`src/rtl/core/kau_pkg.sv`:
```
// Package for the k-means assign and update unit.
// Holds the shared constants, state encoding and controller/datapath structs.
// No dependencies.
`timescale 1ns / 1ps
package kau_pkg;

  localparam int MAX_CLUSTERS = 16;
  localparam int MAX_POINTS   = 4096;
  localparam int COORD_W      = 24;
  localparam int IDX_W        = 4;
  localparam int NCL_W        = 5;
  localparam int DIST_W       = 49;
  localparam int SQ_W         = 48;
  localparam int SUM_W        = 36;
  localparam int CNT_W        = 13;
  localparam int CFG_IDX_W    = 4;
  localparam int CFG_DATA_W   = 24;

  localparam logic CMD_LOAD  = 1'b0;
  localparam logic CMD_POINT = 1'b1;

  localparam logic KIND_ASSIGN   = 1'b0;
  localparam logic KIND_CENTROID = 1'b1;

  localparam logic [CFG_IDX_W-1:0] REG_NUM_CLUSTERS = 4'd0;
  localparam logic [CFG_IDX_W-1:0] REG_MAX_FLIGHT   = 4'd1;

  localparam logic [NCL_W-1:0]   NUM_CLUSTERS_RST = 5'd2;
  localparam logic [COORD_W-1:0] MAX_FLIGHT_RST   = 24'd320;
  localparam logic [CNT_W-1:0]   CNT_LIMIT        = CNT_W'(MAX_POINTS);

  typedef enum logic [2:0] {
    ST_IDLE,
    ST_DIST,
    ST_DRAIN,
    ST_ACCUM,
    ST_UPD_START,
    ST_UPD_WAIT,
    ST_UPD_WRITE,
    ST_CLEAR
  } kau_state_t;

  typedef struct packed {
    logic             accept;
    logic             issue;
    logic             accum;
    logic             upd_start;
    logic             upd_write;
    logic             upd_last;
    logic             clear;
    logic [IDX_W-1:0] idx;
  } kau_cmd_t;

  typedef struct packed {
    logic             fin;
    logic [IDX_W-1:0] k_last;
    logic             pipe_busy;
    logic             count_zero;
    logic             div_done;
  } kau_stat_t;

endpackage

```
`src/rtl/core/kau_ctrl.sv`:
```
// Controller state machine for the k-means assign and update unit.
// Sequences distance scan, accumulation, centroid update and clear. Uses kau_pkg.
`timescale 1ns / 1ps
module kau_ctrl (
  input  logic               clk,
  input  logic               rst_n,
  input  logic               start,
  input  logic               in_command,
  input  kau_pkg::kau_stat_t stat,
  output kau_pkg::kau_cmd_t  cmd,
  output logic               busy
);
  import kau_pkg::*;

  kau_state_t       state_r, state_nxt;
  logic [IDX_W-1:0] idx_r, idx_nxt;

  always_ff @(posedge clk) begin
    if (!rst_n) begin
      state_r <= ST_IDLE;
      idx_r   <= '0;
    end else begin
      state_r <= state_nxt;
      idx_r   <= idx_nxt;
    end
  end

  always_comb begin
    state_nxt = state_r;
    idx_nxt   = idx_r;
    case (state_r)
      ST_IDLE: begin
        idx_nxt = '0;
        if (start && in_command == CMD_POINT) state_nxt = ST_DIST;
      end
      ST_DIST: begin
        if (idx_r == stat.k_last) state_nxt = ST_DRAIN;
        else idx_nxt = idx_r + 1'b1;
      end
      ST_DRAIN: begin
        if (!stat.pipe_busy) state_nxt = ST_ACCUM;
      end
      ST_ACCUM: begin
        idx_nxt   = '0;
        state_nxt = stat.fin ? ST_UPD_START : ST_IDLE;
      end
      ST_UPD_START: begin
        state_nxt = stat.count_zero ? ST_UPD_WRITE : ST_UPD_WAIT;
      end
      ST_UPD_WAIT: begin
        if (stat.div_done) state_nxt = ST_UPD_WRITE;
      end
      ST_UPD_WRITE: begin
        if (idx_r == stat.k_last) begin
          state_nxt = ST_CLEAR;
        end else begin
          idx_nxt   = idx_r + 1'b1;
          state_nxt = ST_UPD_START;
        end
      end
      ST_CLEAR: state_nxt = ST_IDLE;
      default:  state_nxt = ST_IDLE;
    endcase
  end

  always_comb begin
    cmd           = '0;
    cmd.idx       = idx_r;
    cmd.upd_last  = idx_r == stat.k_last;
    case (state_r)
      ST_IDLE:      cmd.accept    = start;
      ST_DIST:      cmd.issue     = 1'b1;
      ST_ACCUM:     cmd.accum     = 1'b1;
      ST_UPD_START: cmd.upd_start = 1'b1;
      ST_UPD_WRITE: cmd.upd_write = 1'b1;
      ST_CLEAR:     cmd.clear     = 1'b1;
      default:      cmd.accept    = 1'b0;
    endcase
  end

  assign busy = state_r != ST_IDLE;

endmodule

```
`config.mk`:
```
export PLATFORM = sky130hd
export DESIGN_NAME = kau_ctrl
export DESIGN_NICKNAME = d
export VERILOG_FILES = /design/src/rtl/core/kau_pkg.sv /design/src/rtl/core/kau_ctrl.sv
export SDC_FILE = /design/constraint.sdc
export NUM_CORES = 1
export LEC_CHECK = 0
export ABC_AREA = 1
export BUFFER_PORTS_ARGS = -buffer_cell sky130_fd_sc_hd__buf_2
export CAP_MARGIN = 20
export CELL_PAD_IN_SITES_DETAIL_PLACEMENT = 0
export CELL_PAD_IN_SITES_GLOBAL_PLACEMENT = 1
export CORE_AREA = 2 2 48 50
export CTS_BUF_LIST = sky130_fd_sc_hd__clkbuf_4
export DETAILED_ROUTE_END_ITERATION = 7
export DIE_AREA = 0 0 50 52
export PLACE_DENSITY = 0.79
export SLEW_MARGIN = 20
export SYNTH_ARGS = -nofsm -noshare
export SYNTH_HDL_FRONTEND = slang
export SYNTH_SLANG_ARGS = --single-unit
```
`constraint.sdc`:
```
create_clock -name clk -period 1.2 [get_ports clk]
set_input_delay 0 -clock clk [delete_from_list [all_inputs] [get_ports clk]]
set_output_delay 0 -clock clk [all_outputs]
set_load 0.02 [all_outputs]
```
Word-level counts from Yosys, hierarchy flattened. Index checks and enable logic that the tools add are counted.

$add $sub $neg: 1. Multipliers: 0. Divide/modulo/power cells: 0. $lt $le $gt $ge: 0. Eq/ne operators: 13. Shift operators: 0. Mux-type cells: 16. Bitwise gates (word level): 0. Reductions and logical operators: 8.

Operators by type and width (number): case mux 3 bit (8 select lines) (1); two-way mux 3 bit (5); equality test 3 bit (second input constant) (4); != test 2 bit (second input constant) (5); case mux 4 bit (2 select lines) (1); equality test 3 x 2 -> 1 bit (second input constant) (2); two-way mux 1 bit (6); adder 4 x 1 -> 4 bit (second input constant) (1); equality test 4 bit (1); two-way mux 2 bit (2); two-way mux 4 bit (1); AND reduction 4 bit (1); OR reduction 2 bit (2); equality test 3 x 1 -> 1 bit (second input constant) (1); zero test 3 bit (1); nonzero test 3 bit (1); AND reduction 2 bit (1); nonzero test 2 bit (1); logical AND 1 bit (1).

Register bits after elaboration: 7. Bits in latches: 0. RAM bits: 0. ROM bits: 0. Input bits: 12. Output and inout bits: 12. Word-level logic and storage cells: 40. Memories kept: 0.

Longest topological paths before layout. Gate-level depths: netlist of run 1.

Depth after elaboration: 4. Gate-level depth with buffers: 9. Mapped depth without buffers: 9.

Worst setup path before layout of run 1. OpenSTA, ideal clock, no wires.

Kind: register -> register. Start: register idx_r[1]. End: register state_r[1]. Setup time: 0.070 ns. Arrival time: 1.189 ns. Data required time: 1.130 ns. Setup slack: -0.058 ns. Cell stages (with the launch flop): 9. Path through: dfxtp_1 inv_1 nand2_1 nand2_1 nor2_2 nand2_4 a21oi_2 nand2_1 a21oi_1.

Cells in the longest elaborated chain, start to end: 3. Elaborated cells between the ends (all ways): 5. Those cells by class: eq/ne (2); mux (2); reduce/logical (1).

Ends and longest elaborated chain: from (decl) (line kau_ctrl.sv:16) `logic [IDX_W-1:0] idx_r, idx_nxt;`; from (signal assigned) (line kau_ctrl.sv:24) `idx_r <= idx_nxt;`; equality test 4 bit * (line kau_ctrl.sv:37, kau_ctrl.sv:54); two-way mux 2 bit / != test 2 bit (equally long branches); case mux 3 bit (8 select lines) / AND reduction 4 bit (equally long branches); to (signal assigned) (line kau_ctrl.sv:23) `state_r <= state_nxt;`; to (decl) (line kau_ctrl.sv:15) `kau_state_t state_r, state_nxt;`.

Every way passes the cells marked *; elsewhere a longest branch is shown, timed or not. A chain may end at the register's enable or synchronous reset.

Worst setup path in the final report of run 1.
Start: register state_r[1]. End: register state_r[1].

Cells in the longest elaborated chain, start to end: 3. Elaborated cells between the ends (all ways): 14. Those cells by class: eq/ne (11); mux (1); reduce/logical (2).

Ends and longest elaborated chain: equality test 3 x 1 -> 1 bit (tied with other cells) (line kau_ctrl.sv:31) `case (state_r)`; != test 2 bit (no source line); AND reduction 4 bit (no source line).

Several ways; a longest one is shown, not always the timed one.

==> results of run 1 <==
-- power by group through the flow --
stage	clock network, mW	logic [mW]	registers, mW
floorplan	0	0.206	0.284
global placement	0	0.306	0.277
detailed placement	0	0.305	0.278
CTS	0.265	0.328	0.272
global route	0.278	0.398	0.276
finish	0.254	0.360	0.273
-- registers in the layout, summed over array words and instances (netlist names) --
register / cells
idx_r: 4
state_r: 3
-- per-layer routing --
layer,global-route usage (%),vias to the layer above
li1,-,363
met1,14.8,295
met2,19.7,18
met3,4.02,0
met4,6.94,0
met5,0,-
-- cell type report --
| cell class | instances | area, µm² | area share (%) |
|---|---|---|---|
| clock buffers | 4 | 30.0 | 3.32 |
| well taps | 28 | 35.0 | 3.87 |
| inverters | 18 | 70.1 | 7.75 |
| repair buffers | 33 | 206 | 22.8 |
| flip-flops and latches | 7 | 156 | 17.3 |
| multi-input cells | 68 | 407 | 45.0 |
-- cell families (layout without fill, tap and decap cells) --
kind of cell,count (synthesis),count (layout)
AND/OR/NAND/NOR,56,56
buffers and inverters,18,55
XOR/XNOR,2,2
AO/OA/AOI/OAI,9,9
adder cells (fa/ha/maj),1,1
flip-flops,7,7
-- worst max-delay path, delay by kind of cell, from the launching register on --
kind | cells | cell delay (ns)
DFF | 1 | 0.37
AOI/OAI and AO/OA | 1 | 0.13
buffers and inverters | 1 | 0.14
and+or+nand+nor | 6 | 0.47
-- repair_timing --
item / in CTS / in global routing
gates resized for setup: 10 / 15
hold buffers: 2 / 0
pin swaps: 4 / 7
setup buffers: 2 / 1
endpoints found under the hold margin: 2 / 0
setup endpoints to repair: 7 / 11
-- cells in the final DEF, fill, tap and decap left out, types with 3 or more instances in the layout --
cell type / netlist / routed
a21oi_1: 8 / 5
a21oi_2: 1 / 3
buf_2: 0 / 20
buf_4: 0 / 10
clkbuf_4: 0 / 4
dfxtp_2: 0 / 4
dfxtp_4: 0 / 3
inv_1: 14 / 11
inv_2: 4 / 6
nand2_1: 26 / 20
nand2_2: 0 / 5
nand2_4: 2 / 3
nand3_1: 12 / 11
nor2_1: 9 / 9
nor2_4: 3 / 5
-- worst max path at each step --
stage	start	end	slack (ns)	cells after the start
after CTS	idx_r[3]	cmd[5]	-0.01	7
after detailed placement	state_r[1]	idx_r[1]	-0.02	7
after global placement	idx_r[0]	state_r[1]	0.001	8
after global routing	idx_r[1]	cmd[5]	-0.05	7
final	state_r[1]	state_r[1]	0.02	8
after floorplan	state_r[1]	idx_r[0]	-0.008	7
-- through the flow --
stage / setup TNS [ns] / hold slack (ns)
floorplan: -0.00778 / 0.118
CTS: -0.0258 / 0.117
finish: 0 / 0.139
global route: -0.294 / 0.152
global placement: 0 / 0.243
detailed placement: -0.0566 / 0.254
==> flow_summary.rst, run 1 <==
.. list-table::
   :header-rows: 1

   * - Metric
     - Value
   * - Clk buf depth
     - 2
   * - Category of the critical setup timing path
     - reg -> reg
   * - Capture endpoint of the worst hold path
     - state_r[1]
   * - Global placer's final weighted congestion
     - 0.817
   * - Fraction of post-synthesis cell area in the top cell type by area
     - 25.0%
   * - Highest clock rate
     - 851 MHz
   * - Sequential power share
     - 30.8%
   * - Number of synthesized register bits
     - 7
   * - Final net count
     - 144
   * - Share of the core filled with cells
     - 43.0%
   * - Number of clock buffers inserted by TritonCTS
     - 3
   * - Final setup skew
     - 0.000959 ns
   * - Number of violations reported at the end of detailed-routing iteration 0
     - 5
   * - Std-Cell Rows
     - 17
   * - Non-filler cells, final
     - 158
   * - Cell repeated most along the worst path
     - nand2_1
   * - Die Outline Area
     - 2600 µm²
   * - Instance area at placement
     - 761 µm²
   * - Top cell types by occurrence after synthesis
     - nand2_1, inv_1, nand3_1
   * - Via density per instance
     - 4.28
   * - Cells on worst reg2reg path
     - 8
   * - Top flip-flop cell by instance count after synthesis
     - dfxtp_1
   * - Yosys warns
     - 0
   * - Initial antenna violation count
     - 0
   * - Layout cell share with drive strength beyond 1
     - 52.3%
   * - Initial standard-cell utilization of the core
     - 26.6%
   * - Num Clock Sinks
     - 7
   * - Final Instance Area
     - 905 µm²
   * - Fraction of registers with async set/reset
     - 0%
   * - WL/cell
     - 9.51 µm
   * - Met1 wire length
     - 686 µm
   * - Core ar.
     - 2110 µm²
   * - Internal Pwr Total
     - 0.552 mW
   * - Time the worst path needs with I/O delays and setup
     - 1.18 ns
   * - Post-synth top area cell
     - dfxtp_1
   * - Transition at the pin with the smallest max-transition slack
     - 0.238 ns
   * - Simple-Gate Fraction of Synth Area
     - 48.9%
   * - Unrepaired setup endpoints after global routing
     - yes
   * - Largest stage delay on the critical path
     - 0.37 ns
   * - Fillers
     - 235
   * - Worst Setup Slack, final
     - 0.0250 ns
   * - Remaining Overflow, GRT
     - 0
   * - Data arrival time of the critical path
     - 1.36 ns
   * - Syn Std Cell Area
     - 561 µm²
   * - Routed length on met2
     - 731 µm
   * - Most frequently used cell type in the post-synthesis netlist
     - nand2_1
   * - TritonCTS clock tree
     - done
   * - Worst R2R End
     - state_r[1]
   * - Main combinational cell family by area after synthesis
     - simple AND/OR/NAND/NOR gates
   * - Switch share
     - 37.7%
   * - Critical path launch point type
     - register
   * - Result of the run
     - finished, final reports clean
   * - Total power
     - 0.886 mW
   * - Min-Delay Path Depth
     - 4
   * - HP Class
     - in -> reg
   * - Max layer used
     - met3
   * - Leakage power figure
     - 0.483 nW
   * - Share of the clock period used by the worst path after layout
     - 97.9%
   * - Required time of the worst setup path
     - 1.38 ns
   * - Remaining number of nets flagged by the antenna check after routing
     - 0
   * - DRC errors left
     - 0
   * - Worst reg-to-reg setup slack
     - 0.02 ns
   * - Area share of fa/ha/maj cells after synthesis
     - 2.23%
   * - Net count after synthesis
     - 106
   * - Crit path capture type
     - register
   * - Share of synthesized area occupied by flip-flops and latches
     - 25.0%
   * - Compound-gate portion of the synthesized area
     - 8.71%
   * - Worst path cell trace
     - buf_4 > nor2_1 > nand2_1 > nor2_1 > nor3_1 > nand2_1 > nand2_1 > a21oi_2
   * - Netlist cell types
     - 15
   * - Fin. max-slew vios
     - 0
   * - Layout area overhead
     - 61.4%
   * - Mean instance size in the synthesized netlist
     - 6.03 µm²
   * - Worst setup timing slack at the placement stage
     - -0.0229 ns
   * - Clock latency reported for the late side of the worst-skew pair
     - 0.26 ns
   * - Hold Crit Start
     - stat[2]
   * - Clk pwr share
     - 28.6%
   * - Detailed-routing iteration count for the pre-antenna-repair pass
     - 4
   * - Count of boundary I/O pins
     - 24
   * - Number of hold violations in the final report
     - 0
   * - Count of input and output buffers
     - 23
   * - Met3 Wirelength
     - 83 µm
   * - Combinational Power Share
     - 40.6%
   * - Largest voltage drop on the vdd net
     - 519 µV
   * - Placed cell count
     - 149
   * - # diodes
     - 0
   * - CTS Root Buffer Type
     - clkbuf_4
   * - Die boundary width
     - 50 µm
   * - Half-perimeter wire length of the detailed placement result
     - 1170 µm
   * - Power Dens Cells
     - 980 nW/µm²
   * - Via count of the first global-routing pass
     - 586
   * - Synthesized instance count
     - 93
   * - Vias
     - 676
   * - Reg-to-reg critical path startpoint
     - state_r[1]
   * - Global routing usage summed across all routing layers
     - 12.5%
   * - Share of the synthesized netlist area taken by xor and xnor gates
     - 3.13%
   * - Multiplexer fraction of the synthesized cell area
     - 0%
   * - Slowest library cell on the worst path
     - dfxtp_4
   * - Max H-tree Level
     - 1
   * - Max-Slew Margin vs Limit
     - 84.1%
   * - Pin count of the biggest net entering global routing
     - 8
   * - Switch Pwr
     - 0.334 mW
   * - Clock slew at the register clock pins of the worst setup and hold paths
     - 0.06 ns
   * - DRT Wirelength
     - 1500 µm
   * - Die span in y
     - 52 µm
   * - Leading post-synthesis cells by cell area
     - dfxtp_1, nand2_1, nand3_1, inv_1, a21oi_1
   * - Count of flip-flops with a built-in enable after synthesis
     - 0
   * - Global-route wire length before repair
     - 2410 µm
   * - Count of final setup violators
     - 0
   * - Max-capacitance violation count
     - 0
   * - Max FO, Critical Path
     - 4
(Power assumes the default switching activity.)
==> run 2, diff against run 1 <==
- CORE_AREA: 2 2 48 50 -> 2 2 50 52
- CTS_BUF_LIST: sky130_fd_sc_hd__clkbuf_4 -> default
- DIE_AREA: 0 0 50 52 -> 0 0 52 54
- PLACE_DENSITY: 0.79 -> 0.74
==> run 2 against run 1 <==
Via count is 0.30% higher. Worst setup slack worse by 0.0091 ns. Clock-buffer cell count stayed put. Core utilization is 5.1 points lower. Non-clock buffer count is 1 lower. Critical path depth stayed put. Flip-flop and latch count stayed put. Highest routed layer is now met4. Largest power group unchanged. Largest cell class unchanged.
==> flow_summary.rst, run 2 (synthesis gave the netlist of run 1 again) <==
.. list-table::
   :header-rows: 1

   * - Metric
     - Value
   * - Share of the clock period used by the worst path after layout
     - 98.7%
   * - Switch share
     - 37.8%
   * - Clock slew at the register clock pins of the worst setup and hold paths
     - 0.06 ns
   * - Final Instance Area
     - 877 µm²
   * - Pin count of the biggest net entering global routing
     - 8
   * - Combinational Power Share
     - 41.6%
   * - Max-capacitance violation count
     - 0
   * - TritonCTS clock tree
     - done
   * - Max FO, Critical Path
     - 5
   * - Initial antenna violation count
     - 0
   * - Top Registers
     - idx_r x4, state_r x3
   * - Number of clock buffers inserted by TritonCTS
     - 3
   * - Core ar.
     - 2320 µm²
   * - Die boundary width
     - 52 µm
   * - Required time of the worst setup path
     - 1.38 ns
   * - Hold Crit Start
     - stat[2]
   * - Launching instance or port of the critical path
     - idx_r[3]
   * - Register area
     - 154 µm²
   * - Data arrival time of the critical path
     - 1.36 ns
   * - WL/cell
     - 9.40 µm
   * - Register with the most flip-flops
     - idx_r
   * - Clock latency reported for the late side of the worst-skew pair
     - 0.25 ns
   * - Leakage power figure
     - 0.466 nW
   * - Power Dens Cells
     - 958 nW/µm²
   * - Number of hold violations in the final report
     - 0
   * - Layout cell share with drive strength beyond 1
     - 50.4%
   * - # diodes
     - 0
   * - Global-route wire length before repair
     - 2300 µm
   * - Fin. max-slew vios
     - 0
   * - Remaining Overflow, GRT
     - 0
   * - Remaining number of nets flagged by the antenna check after routing
     - 0
   * - Die span in y
     - 54 µm
   * - Global placer's final weighted congestion
     - 0.889
   * - Vias
     - 678
   * - Max-Slew Margin vs Limit
     - 87.6%
   * - Internal Pwr Total
     - 0.522 mW
   * - DRT Wirelength
     - 1490 µm
   * - Count of final setup violators
     - 0
   * - Final net count
     - 143
   * - Transition at the pin with the smallest max-transition slack
     - 0.185 ns
   * - Category of the critical setup timing path
     - reg -> reg
   * - Flip-flop count of the largest register after layout
     - 4
   * - Fillers
     - 252
   * - CTS Root Buffer Type
     - clkbuf_4
   * - Count of boundary I/O pins
     - 24
   * - Instance area at placement
     - 748 µm²
   * - Die Outline Area
     - 2810 µm²
   * - Half-perimeter wire length of the detailed placement result
     - 1140 µm
   * - Largest voltage drop on the vdd net
     - 402 µV
   * - Sequential power share
     - 32.3%
   * - Global routing usage summed across all routing layers
     - 11.4%
   * - Crit path capture type
     - register
   * - Result of the run
     - finished, final reports clean
   * - Layout area overhead
     - 56.5%
   * - Num Clock Sinks
     - 7
   * - Max H-tree Level
     - 1
   * - Total power
     - 0.840 mW
   * - Reg-to-reg critical path startpoint
     - idx_r[3]
   * - Via density per instance
     - 4.26
   * - Switch Pwr
     - 0.318 mW
   * - Detailed-routing iteration count for the pre-antenna-repair pass
     - 4
   * - Initial standard-cell utilization of the core
     - 24.2%
   * - Clk pwr share
     - 26.1%
   * - Final setup skew
     - 0.00393 ns
   * - Unrepaired setup endpoints after global routing
     - yes
   * - Number of violations reported at the end of detailed-routing iteration 0
     - 22
   * - Via count of the first global-routing pass
     - 575
   * - Count of input and output buffers
     - 23
   * - Std-Cell Rows
     - 18
   * - Area taken by multi-input logic gates
     - 393 µm²
   * - Critical path launch point type
     - register
   * - DRC errors left
     - 0
   * - Clk buf depth
     - 2
   * - Most frequent cells in the layout
     - nand2_1, buf_2, inv_1, nand3_1, buf_4
   * - Time the worst path needs with I/O delays and setup
     - 1.18 ns
   * - HP Class
     - in -> reg
   * - Highest clock rate
     - 845 MHz
[run 2: changes by cell type in the layout (fill, tap and decap cells not counted), sizes merged]
cell,previous run,this run
buf,31,30
[run 2: final timing paths]
kind	slack, ns	cells past startpoint	endpoint
hold reg to reg	0.50	2	idx_r[3]
setup reg to reg	0.02	8	state_r[1]
setup / recovery	0.02	8	state_r[1]
hold / removal	0.12	4	state_r[1]
[run 2: per-layer routing]
layer,GRT usage (%),vias up,wire length [µm]
li1,-,358,-
met1,13.0,294,681
met2,18.6,24,685
met3,3.61,2,112
met4,6.58,0,15
met5,0,-,0
[run 2: layout make-up]
type	instances	share of cell area, %
repair buffers	32	22.7
inverters	18	7.70
clock buffers	4	3.00
flip-flops and latches	7	17.5
multi-input cells	68	44.8
well taps	30	4.28
[run 2: metrics by stage]
stage               cells  setup TNS (ns)  worst slack, ns  hold WS (ns)  utilization (%)
floorplan              93        -0.00778         -0.00778         0.118                -
global placement      149        -0.00962         -0.00962         0.248             32.3
detailed placement    149        -0.00908         -0.00414         0.254             32.3
CTS                   155         -0.0247          -0.0247        0.0398             35.0
global route          159          -0.327          -0.0438         0.129             37.8
finish                159               0           0.0159         0.125             37.8
[run 2: critical path: stages, from the launching register on]
cell and delay, ns:
dfxtp_2 0.35, inv_2 0.05, nand2_2 0.06, nand2_2 0.06
nor2_4 0.14, nand2_4 0.09, a21oi_2 0.15, nand2_1 0.07
a21oi_1 0.13
[run 2: power by group through the flow]
stage / sequential (mW) / combinational [mW] / clock [mW]
floorplan: 0.284 / 0.206 / 0
global placement: 0.277 / 0.296 / 0
detailed placement: 0.277 / 0.296 / 0
CTS: 0.275 / 0.315 / 0.231
global route: 0.273 / 0.381 / 0.247
finish: 0.272 / 0.349 / 0.219
[run 2: repair_timing]
item | in CTS | in global routing
hold endpoints to repair | 2 | 0
pin swaps | 0 | 10
setup buffers | 0 | 4
hold buffers | 2 | 0
gates resized for setup | 6 | 14
setup endpoints to repair | 7 | 10
